**config.mk**
```make
export PLATFORM = sky130hd
export DESIGN_NAME = grsc_div
export DESIGN_NICKNAME = d
export VERILOG_FILES = /design/src/rtl/core/grsc_pkg.sv /design/src/rtl/core/grsc_div.sv
export SDC_FILE = /design/constraint.sdc
export NUM_CORES = 1
export LEC_CHECK = 0
export ABC_AREA = 1
export BUFFER_PORTS_ARGS = -buffer_cell sky130_fd_sc_hd__buf_2
export CORE_MARGIN = 2
export CORE_UTILIZATION = 52
export DETAILED_ROUTE_END_ITERATION = 10
export HOLD_SLACK_MARGIN = 0.02
export PLACE_DENSITY = 0.76
export SETUP_SLACK_MARGIN = 0.5
export SLEW_MARGIN = 0
export SYNTH_ARGS = -nofsm -noshare
export SYNTH_HDL_FRONTEND = slang
export SYNTH_SLANG_ARGS = --single-unit
```
**constraint.sdc**
```tcl
create_clock -name clk -period 4.88 [get_ports clk]
set_clock_uncertainty 0.1 [all_clocks]
set_input_delay 0.732 -clock clk [delete_from_list [all_inputs] [get_ports clk]]
set_output_delay 0.732 -clock clk [all_outputs]
set_load 0.05 [all_outputs]
```
**src/rtl/core/grsc_pkg.sv**
```systemverilog
// Shared types and constants of the grid ray shadow caster.
`timescale 1ns / 1ps
package grsc_pkg;

	localparam int DIVD_W = 31;
	localparam int DIVS_W = 16;
	localparam int CFG_INDEX_W = 3;
	localparam int CFG_DATA_W = 16;

	localparam logic [23:0] DELTA_SAT = 24'hFF_FFFF;
	localparam logic [16:0] ONE_Q16 = 17'h1_0000;
	localparam logic [DIVD_W-1:0] RECIP_DIVIDEND = DIVD_W'(1) << 30;
	localparam logic [DIVD_W-1:0] RANGE_DIVIDEND = DIVD_W'(1) << 24;

	localparam logic [CFG_INDEX_W-1:0] CFG_MAP_COLS = 3'd0;
	localparam logic [CFG_INDEX_W-1:0] CFG_MAP_ROWS = 3'd1;
	localparam logic [CFG_INDEX_W-1:0] CFG_MAX_STEPS = 3'd2;
	localparam logic [CFG_INDEX_W-1:0] CFG_FALLOFF_RANGE = 3'd3;
	localparam logic [CFG_INDEX_W-1:0] CFG_SHADOW_STEP = 3'd4;
	localparam logic [CFG_INDEX_W-1:0] CFG_MAX_ALPHA = 3'd5;
	localparam logic [CFG_INDEX_W-1:0] CFG_LAYER_USED = 3'd6;

	typedef enum logic [1:0] {
		ACT_WRITE = 2'd0,
		ACT_TRACE = 2'd1,
		ACT_READ = 2'd2
	} action_t;

	typedef enum logic [1:0] {
		DIV_DELTA_X = 2'd0,
		DIV_DELTA_Y = 2'd1,
		DIV_RANGE = 2'd2
	} div_phase_t;

	typedef enum logic [4:0] {
		S_CLEAR,
		S_IDLE,
		S_ADDR,
		S_WRITE,
		S_READ,
		S_READ_DATA,
		S_DIV_START,
		S_DIV_WAIT,
		S_STEP,
		S_CELL_ADDR,
		S_CELL_RD,
		S_CELL,
		S_MUL1,
		S_MUL2,
		S_MUL3,
		S_ALPHA,
		S_RESP
	} state_t;

endpackage

```
**src/rtl/core/grsc_div.sv**
```systemverilog
// Shared restoring divider, one quotient bit per cycle.
`timescale 1ns / 1ps
module grsc_div import grsc_pkg::*; (
	input  logic clk,
	input  logic arst_n,
	input  logic start,
	input  logic [DIVD_W-1:0] dividend,
	input  logic [DIVS_W-1:0] divisor,
	output logic done,
	output logic [DIVD_W-1:0] quotient,
	output logic [DIVS_W-1:0] remainder
);
	localparam int CNT_W = $clog2(DIVD_W);

	logic busy_q, done_q;
	logic [CNT_W-1:0] cnt_q;
	logic [DIVD_W-1:0] dvd_q, quo_q;
	logic [DIVS_W-1:0] dvs_q, rem_q;
	logic [DIVS_W:0] trial, diff;
	logic fits;

	assign trial = {rem_q, dvd_q[DIVD_W-1]};
	assign fits = trial >= {1'b0, dvs_q};
	assign diff = trial - {1'b0, dvs_q};

	always_ff @(posedge clk or negedge arst_n) begin
		if (!arst_n) begin
			busy_q <= 1'b0;
			done_q <= 1'b0;
			cnt_q <= '0;
		end else begin
			done_q <= 1'b0;
			if (start) begin
				busy_q <= 1'b1;
				cnt_q <= CNT_W'(DIVD_W - 1);
			end else if (busy_q) begin
				cnt_q <= cnt_q - 1'b1;
				if (cnt_q == '0) begin
					busy_q <= 1'b0;
					done_q <= 1'b1;
				end
			end
		end
	end

	always_ff @(posedge clk) begin
		if (start) begin
			dvd_q <= dividend;
			dvs_q <= divisor;
			quo_q <= '0;
			rem_q <= '0;
		end else if (busy_q) begin
			dvd_q <= {dvd_q[DIVD_W-2:0], 1'b0};
			quo_q <= {quo_q[DIVD_W-2:0], fits};
			rem_q <= fits ? diff[DIVS_W-1:0] : trial[DIVS_W-1:0];
		end
	end

	assign done = done_q;
	assign quotient = quo_q;
	assign remainder = rem_q;
endmodule

```
==> Word level (Yosys, flattened, before mapping) <==
Cells that the tools add are included.
{ "classes": {"addsub": 2, "magnitude_cmp": 1, "muxes": 11, "n_reduce_logical": 2} }
{ "ops": {"columns": ["op", "count"], "rows": [
  ["2-to-1 mux 31 bit", 2],
  [">= comparator 17 x 16 -> 1 bit", 1],
  ["2-to-1 mux 16 bit", 1],
  ["subtractor 16 bit", 1],
  ["2-to-1 mux 5 bit", 2],
  ["2-to-1 mux 1 bit", 6],
  ["zero test 5 bit", 1],
  ["subtractor 5 x 1 -> 5 bit (second input constant)", 1],
  ["nonzero test 2 bit", 1]
]} }
{ "word_totals": {"regBits": 101, "in_bits": 50, "out_inout_bits": 48, "word_cells": 23} }

==> Logic depth before layout (Yosys ltp) <==
Gate-level depths: netlist (run 1).
{ "logic_depth": {"word_depth": 4, "ltp_mapped": 15, "ltp_nobuf": 14} }

==> Least setup slack after synthesis (run 1) <==
No wires, ideal clock.
{ "synth_timing": {"path_type": "input port to flip-flop", "from": "input start", "to": "register dvd_q[0] (enable)", "setup_time_ps": 408, "arrival_ps": 2141, "required_time_ps": 4372, "path_slack_ps": 2231, "path_stages": 4, "n_path_buf": 2, "cell_sequence": "buf_2 nor2_2 inv_1 clkbuf_1"} }
{ "synth_between": {"elab_chain_cells": 1} }
{ "synth_rtl": {"columns": ["item", "line", "rtl"], "rows": [
  ["start, declared", "grsc_div.sv:6", "input logic start,"],
  ["nonzero test 2 bit (no line)", null, null],
  ["end signal, assigned", "grsc_div.sv:48", "dvd_q <= dividend;"],
  ["end signal, assigned", "grsc_div.sv:53", "dvd_q <= {dvd_q[DIVD_W-2:0], 1'b0};"],
  ["end, declared", "grsc_div.sv:17", "logic [DIVD_W-1:0] dvd_q, quo_q;"]
]} }
No other way between the ends.
A chain may end at the register's enable or synchronous reset.

==> Final worst setup path (run 1) <==
{ "layout_timing": {"from": "input start", "to": "register busy_q"} }
{ "layout_between": {"elab_chain_cells": 1} }
{ "layout_rtl": {"columns": ["item", "line", "rtl"], "rows": [
  ["2-to-1 mux 1 bit", "grsc_div.sv:33", "if (start) begin"],
  ["end signal, assigned", "grsc_div.sv:28", "busy_q <= 1'b0;"],
  ["end signal, assigned", "grsc_div.sv:34", "busy_q <= 1'b1;"],
  ["end signal, assigned", "grsc_div.sv:39", "busy_q <= 1'b0;"],
  ["end, declared", "grsc_div.sv:15", "logic busy_q, done_q;"]
]} }
No other way between the ends.

==> results_dict.tcl, run 1 <==
set metrics [dict create \
    slew_violations 0 \
    start_kind "input port" \
    finalSetupTns_ns 0 \
    yosysUniqueCellTypes 37 \
    end_kind "flip-flop" \
    hpwl_mm 7.74 \
    final_common_cell "nand2_1" \
    syn_to_final_growth_pct 15.5 \
    fmax_ghz 0.364 \
    first_iter_violations 166 \
    grt_pass1_vias 3856 \
    grt_max_degree 47 \
    ys_warn_count 0 \
    ios 98 \
    clock-root-buffer "clkbuf_8" \
    power_density_nw_per_um2 462 \
    antenna_left 0 \
    hold_viol_final 0 \
    drc 0 \
    ctsResizeCount 0 \
    dieArea_sq_um 10100 \
    vias 3950 \
    synthTopCellsByArea "edfxtp_1 (29%), dfxtp_1 (19%), nand2_1 (16%)" \
    grt_remaining_overflow 0 \
    clk_pin_slew_ns 0.10 \
    hold_path.class "in2async" \
    globalplace.congestion 0.861 \
    hold_buffers 0 \
    insertion_delay_ns 0.37 \
    routedWlPerCell_um 13.0 \
    rows 35 \
    cts_setup_buffers 0 \
    core_sq_um 9110 \
    io_buffers 97 \
    antenna_cells 0 \
    multi_input_area_sq_um 1850 \
    cts_buffers 9 \
    rsz0062_at_grt "false" \
    first_pass_iters 6 \
    die_h_um 100 \
    nets 744 \
    synth_top_cell_by_area "edfxtp_1" \
    clockBufferDepth 2 \
    synth-seq-area-share 0.524 \
    n_fill_cell 840 \
    synth_ff_type "edfxtp_1" \
    tightestPinTransition_ns 0.938 \
    initial_core_util 0.530 \
    syn_inst 583 \
    cts_tree "yes" \
    path_class "in2reg" \
    max-cap-violations 0 \
    synth-seq-cells 101 \
    netlist.area_leader.share 0.292 \
    ir_drop_mv 0.199 \
    htreeDepth 3 \
    fin_util 0.612 \
    regToRegSetupSlack_ns 2.55 \
    required_ns 5.08 \
    syn-num-nets 652 \
    die_x_um 100 \
    worstPathArrival_ns 2.95 \
    status "finished, final reports clean" \
    finalWirelength_mm 10.3 \
    avgSynthCellArea_sq_um 8.28 \
    synth-edff-count 47 \
    leakage_uw 0.00284 \
    mostFrequentLayoutCells "nand2_1 (201), buf_2 (97), inv_1 (90)" \
    area.sequential_sq_um 2530 \
    setup_viol 0 \
    grt_first_pass_wirelength_mm 17.4 \
    period_share 0.562 \
    async_flop_share 0.0693 \
    cts.sinks 101 \
    cp_max_fo 36 \
    syn_area_sq_um 4830 \
    viasPerCell 4.99 \
    track_usage 0.218 \
    drive_gt1_frac 0.197 \
    grt_antenna_before_repair 0 \
    min_period_ns 2.74 \
    slew_headroom 0.371 \
]
[logic make-up after synthesis]
kind of cell	share of synthesized area
XOR/XNOR	0.0127
AO/OA/AOI/OAI	0.0739
flip-flops	0.524
buffers and inverters	0.0928
adder cells (fa/ha/maj)	0.0508
AND/OR/NAND/NOR	0.246
[layout make-up]
| cell class | instances | area share |
|---|---|---|
| multi-input cells | 368 | 0.332 |
| flip-flops and latches | 101 | 0.453 |
| clock inverters | 6 | 0.00875 |
| repair buffers | 99 | 0.0898 |
| inverters | 96 | 0.0646 |
| clock buffers | 10 | 0.0267 |
| well taps | 111 | 0.0249 |
[cells in the mapped netlist (2+ instances only)]
| cell type | count |
|---|---|
| a21oi_1 | 10 |
| a21oi_2 | 3 |
| buf_2 | 7 |
| clkbuf_1 | 8 |
| dfrtp_1 | 7 |
| dfxtp_1 | 47 |
| edfxtp_1 | 47 |
| ha_1 | 18 |
| inv_1 | 91 |
| inv_2 | 4 |
| nand2_1 | 201 |
| nand2_2 | 3 |
| nand3_1 | 36 |
| nand4_1 | 4 |
| nor2_1 | 18 |
| nor2_2 | 4 |
| nor3_1 | 3 |
| nor4_1 | 3 |
| o21ai_0 | 6 |
| o21ai_1 | 9 |
| o22ai_1 | 28 |
| or2_1 | 6 |
| xnor2_1 | 5 |
| xor2_1 | 2 |
[per-layer routing]
| metal | wire length (um) | global-route usage |
|---|---|---|
| met1 | 4690 | 0.284 |
| met2 | 4840 | 0.357 |
| met3 | 538 | 0.0453 |
| met4 | 235 | 0.0885 |
| met5 | 0 | 0 |
[stage by stage]
stage | hold WS, ns | setup slack (ns) | instances | total power [uW] | area (sq um)
after floorplan | 0.336 | 2.23 | 583 | 1830 | 4830
after global placement | 0.340 | 1.77 | 775 | 2040 | 5380
after detailed placement | 0.346 | 1.71 | 775 | 2050 | 5380
after CTS | 0.0631 | 2.11 | 791 | 2580 | 5580
after global routing | 0.0676 | 1.84 | 791 | 2760 | 5580
final | 0.0718 | 2.14 | 791 | 2580 | 5580
[critical path, stage by stage]
cell      delay (ns)
buf_2           0.42
buf_4           0.40
clkinv_1        0.81
nand4_1         0.41
inv_1           0.06
nor2_1          0.09
[report_power, final]
part           total [uW]  internal [uW]  switching (uW)
Sequential           1050            981            72.1
Combinational         989            313             676
Clock                 534            226             308
Total                2580           1520            1060
[final timing paths]
| check | from | to | depth (start not counted) |
|---|---|---|---|
| worst min-delay path | arst_n | cnt_q[2]$_DFFE_PN0P_ | 1 |
| worst max-delay path | start | busy_q$_DFF_PN0_ | 6 |
| max in group asynchronous | arst_n | done$_DFF_PN0_ | 1 |
| worst min register to register | quotient[30]$_SDFFE_PP0P_ | quotient[30]$_SDFFE_PP0P_ | 2 |
| worst max register to register | busy_q$_DFF_PN0_ | quotient[9]$_SDFFE_PP0P_ | 4 |
| min in group clk | quotient[30]$_SDFFE_PP0P_ | quotient[30]$_SDFFE_PP0P_ | 2 |
[registers in the layout, indices dropped and copies added (netlist names)]
name / flops
dvs_q: 16
dvd_q: 31
busy_q: 1
quotient: 31
cnt_q: 5
done: 1
remainder: 16
(Power assumes the default switching activity.)
==> inputs of run 2 (changes only) <==
--- a/config.mk
+++ b/config.mk
@@ -8,10 +8,10 @@
 export ABC_AREA = 1
 export BUFFER_PORTS_ARGS = -buffer_cell sky130_fd_sc_hd__buf_2
 export CORE_MARGIN = 2
-export CORE_UTILIZATION = 52
+export CORE_UTILIZATION = 50
 export DETAILED_ROUTE_END_ITERATION = 10
 export HOLD_SLACK_MARGIN = 0.02
-export PLACE_DENSITY = 0.76
+export PLACE_DENSITY = 0.77
 export SETUP_SLACK_MARGIN = 0.5
 export SLEW_MARGIN = 0
 export SYNTH_ARGS = -nofsm -noshare
==> constraint.sdc (replaced) <==
create_clock -name clk -period 2.5 [get_ports clk]
set_clock_uncertainty 0.1 [all_clocks]
set_input_delay 0.375 -clock clk [delete_from_list [all_inputs] [get_ports clk]]
set_output_delay 0.375 -clock clk [all_outputs]
set_load 0.05 [all_outputs]
==> results_dict.tcl, run 2 (synthesis gave the netlist of run 1 again) <==
set metrics [dict create \
    worstPathArrival_ns 2.22 \
    viasPerCell 5.02 \
    slew_headroom 0.680 \
    finalSetupTns_ns 0 \
    mostFrequentLayoutCells "nand2_1 (184), buf_2 (97), inv_1 (82)" \
    io_buffers 97 \
    required_ns 2.66 \
    nets 763 \
    start_kind "flip-flop" \
    pwr-share-seq 0.378 \
    hpwl_mm 7.71 \
    clk_pin_slew_ns 0.11 \
    hold_path_depth 1 \
    path_class "reg2reg" \
    initial_core_util 0.520 \
    rows 35 \
    track_usage 0.221 \
    leakage_uw 0.00297 \
    tightestPinTransition_ns 0.480 \
    clockBufferDepth 2 \
    netSwitchingFraction 0.418 \
    globalplace.congestion 0.907 \
    p_int_uw 3280 \
    hold_viol_final 0 \
    grt_first_pass_wirelength_mm 18.1 \
    p_clk_frac 0.178 \
    slew_violations 0 \
    min_period_ns 2.06 \
    finalWirelength_mm 11.7 \
    regToRegSetupSlack_ns 0.44 \
    worst_path_max_delay_cell "edfxtp_1" \
    clock-root-buffer "clkbuf_8" \
    ir_drop_mv 0.429 \
    status "finished, final reports clean" \
    die_h_um 102 \
    hold_path.class "in2reg" \
    syn_to_final_growth_pct 27.5 \
    routedWlPerCell_um 14.1 \
    stdcell_count 828 \
    critPathTopFamily "simple AND/OR/NAND/NOR gates" \
    r2r_cells 13 \
    cts_tree "yes" \
    n_fill_cell 804 \
    setup_viol 0 \
    comb_power_share 0.444 \
    core_sq_um 9280 \
    grt_remaining_overflow 0 \
    path_cells "inv_2 -> ha_4 -> nand2_2 -> nor2_4 -> nand2_2 -> nor3_4 -> nor2_4 -> buf_4 -> buf_4 -> nand4_1 -> nand3_1 -> nand2_1 -> inv_1" \
    period_share 0.823 \
    rsz0062_at_grt "true" \
    grt_pass1_vias 3979 \
    drive_gt1_frac 0.306 \
    power_uw 5630 \
    path_buf_inv 4 \
    htreeDepth 3 \
    antenna_left 0 \
    dieArea_sq_um 10500 \
    fmax_ghz 0.486 \
    area.sequential_sq_um 2570 \
    final_common_cell "nand2_1" \
    critPathMaxStageDelay_ns 0.36 \
    max-cap-violations 0 \
    antenna_cells 0 \
    cts.sinks 101 \
    end_kind "flip-flop" \
    first_pass_iters 4 \
    multi_input_area_sq_um 2210 \
    grt_max_degree 39 \
    first_iter_violations 149 \
    grt_antenna_before_repair 0 \
    cp_max_fo 5 \
    dp.cells 799 \
    insertion_delay_ns 0.36 \
    cts_buffers 9 \
    p_switching_uw 2360 \
    die_x_um 102 \
    cp.depth 13 \
    vias 4159 \
    drc 0 \
    power_density_nw_per_um2 916 \
    ios 98 \
]
## run 2: layout make-up
class | count | share of cell area
Clock buffer | 10 | 0.0207
Clock inverter | 6 | 0.0102
Inverter | 96 | 0.0604
Multi-Input combinational cell | 370 | 0.360
Sequential cell | 101 | 0.418
Tap cell | 129 | 0.0262
Timing Repair Buffer | 116 | 0.104
## run 2: layer usage
layer | global-route usage | share of wire | vias to the layer above
li1 | - | - | 2088
met1 | 0.268 | 0.42 | 1935
met2 | 0.391 | 0.51 | 115
met3 | 0.0486 | 0.048 | 21
met4 | 0.0759 | 0.023 | 0
met5 | 0 | 0 | -
## run 2: metrics by stage
step	area (sq um)	util	setup WS (ns)	hold WS, ns
after floorplan	4870	-	0.502	-0.0206
after global placement	5490	0.591	0.318	0.113
after detailed placement	5490	0.591	0.270	0.117
after CTS	5840	0.629	0.500	0.0675
after global routing	6150	0.663	0.339	0.0577
final	6150	0.663	0.443	0.0786
## run 2: power groups by stage
stage | clock (uW) | sequential, uW | combinational [uW]
after detailed placement | 0 | 2120 | 1910
final | 1010 | 2130 | 2500
after floorplan | 0 | 2450 | 1170
after CTS | 1040 | 2100 | 2090
after global routing | 1100 | 2150 | 2710
after global placement | 0 | 2110 | 1890
## run 2: final timing paths
check	start	endpoint
worst max-delay path	dvs_q[11]$_DFFE_PP_	remainder[12]$_SDFFE_PP0P_
worst min-delay path	divisor[3]	dvs_q[3]$_DFFE_PP_
worst max register to register	dvs_q[11]$_DFFE_PP_	remainder[12]$_SDFFE_PP0P_
worst min register to register	quotient[30]$_SDFFE_PP0P_	quotient[30]$_SDFFE_PP0P_
max in group asynchronous	arst_n	cnt_q[1]$_DFFE_PN0P_
min in group asynchronous	arst_n	cnt_q[3]$_DFFE_PN0P_
## run 2: worst reg2reg max path, cell delays in order, from the launching register on
cell,delay (ns)
edfxtp_1,0.36
inv_2,0.05
ha_4,0.30
nand2_2,0.09
nor2_4,0.13
nand2_2,0.08
nor3_4,0.20
nor2_4,0.04
buf_4,0.17
buf_4,0.15
nand4_1,0.11
nand3_1,0.08
nand2_1,0.06
inv_1,0.05
## run 2: what timing repair did
| action | in CTS | in global routing |
|---|---|---|
| gates cloned | 2 | 0 |
| endpoints found under the setup margin | 17 | 32 |
| endpoints found under the hold margin | 7 | 0 |
| hold buffers | 1 | 0 |
| resized for setup | 17 | 56 |
| setup buffers | 4 | 6 |
| pin swaps | 5 | 22 |
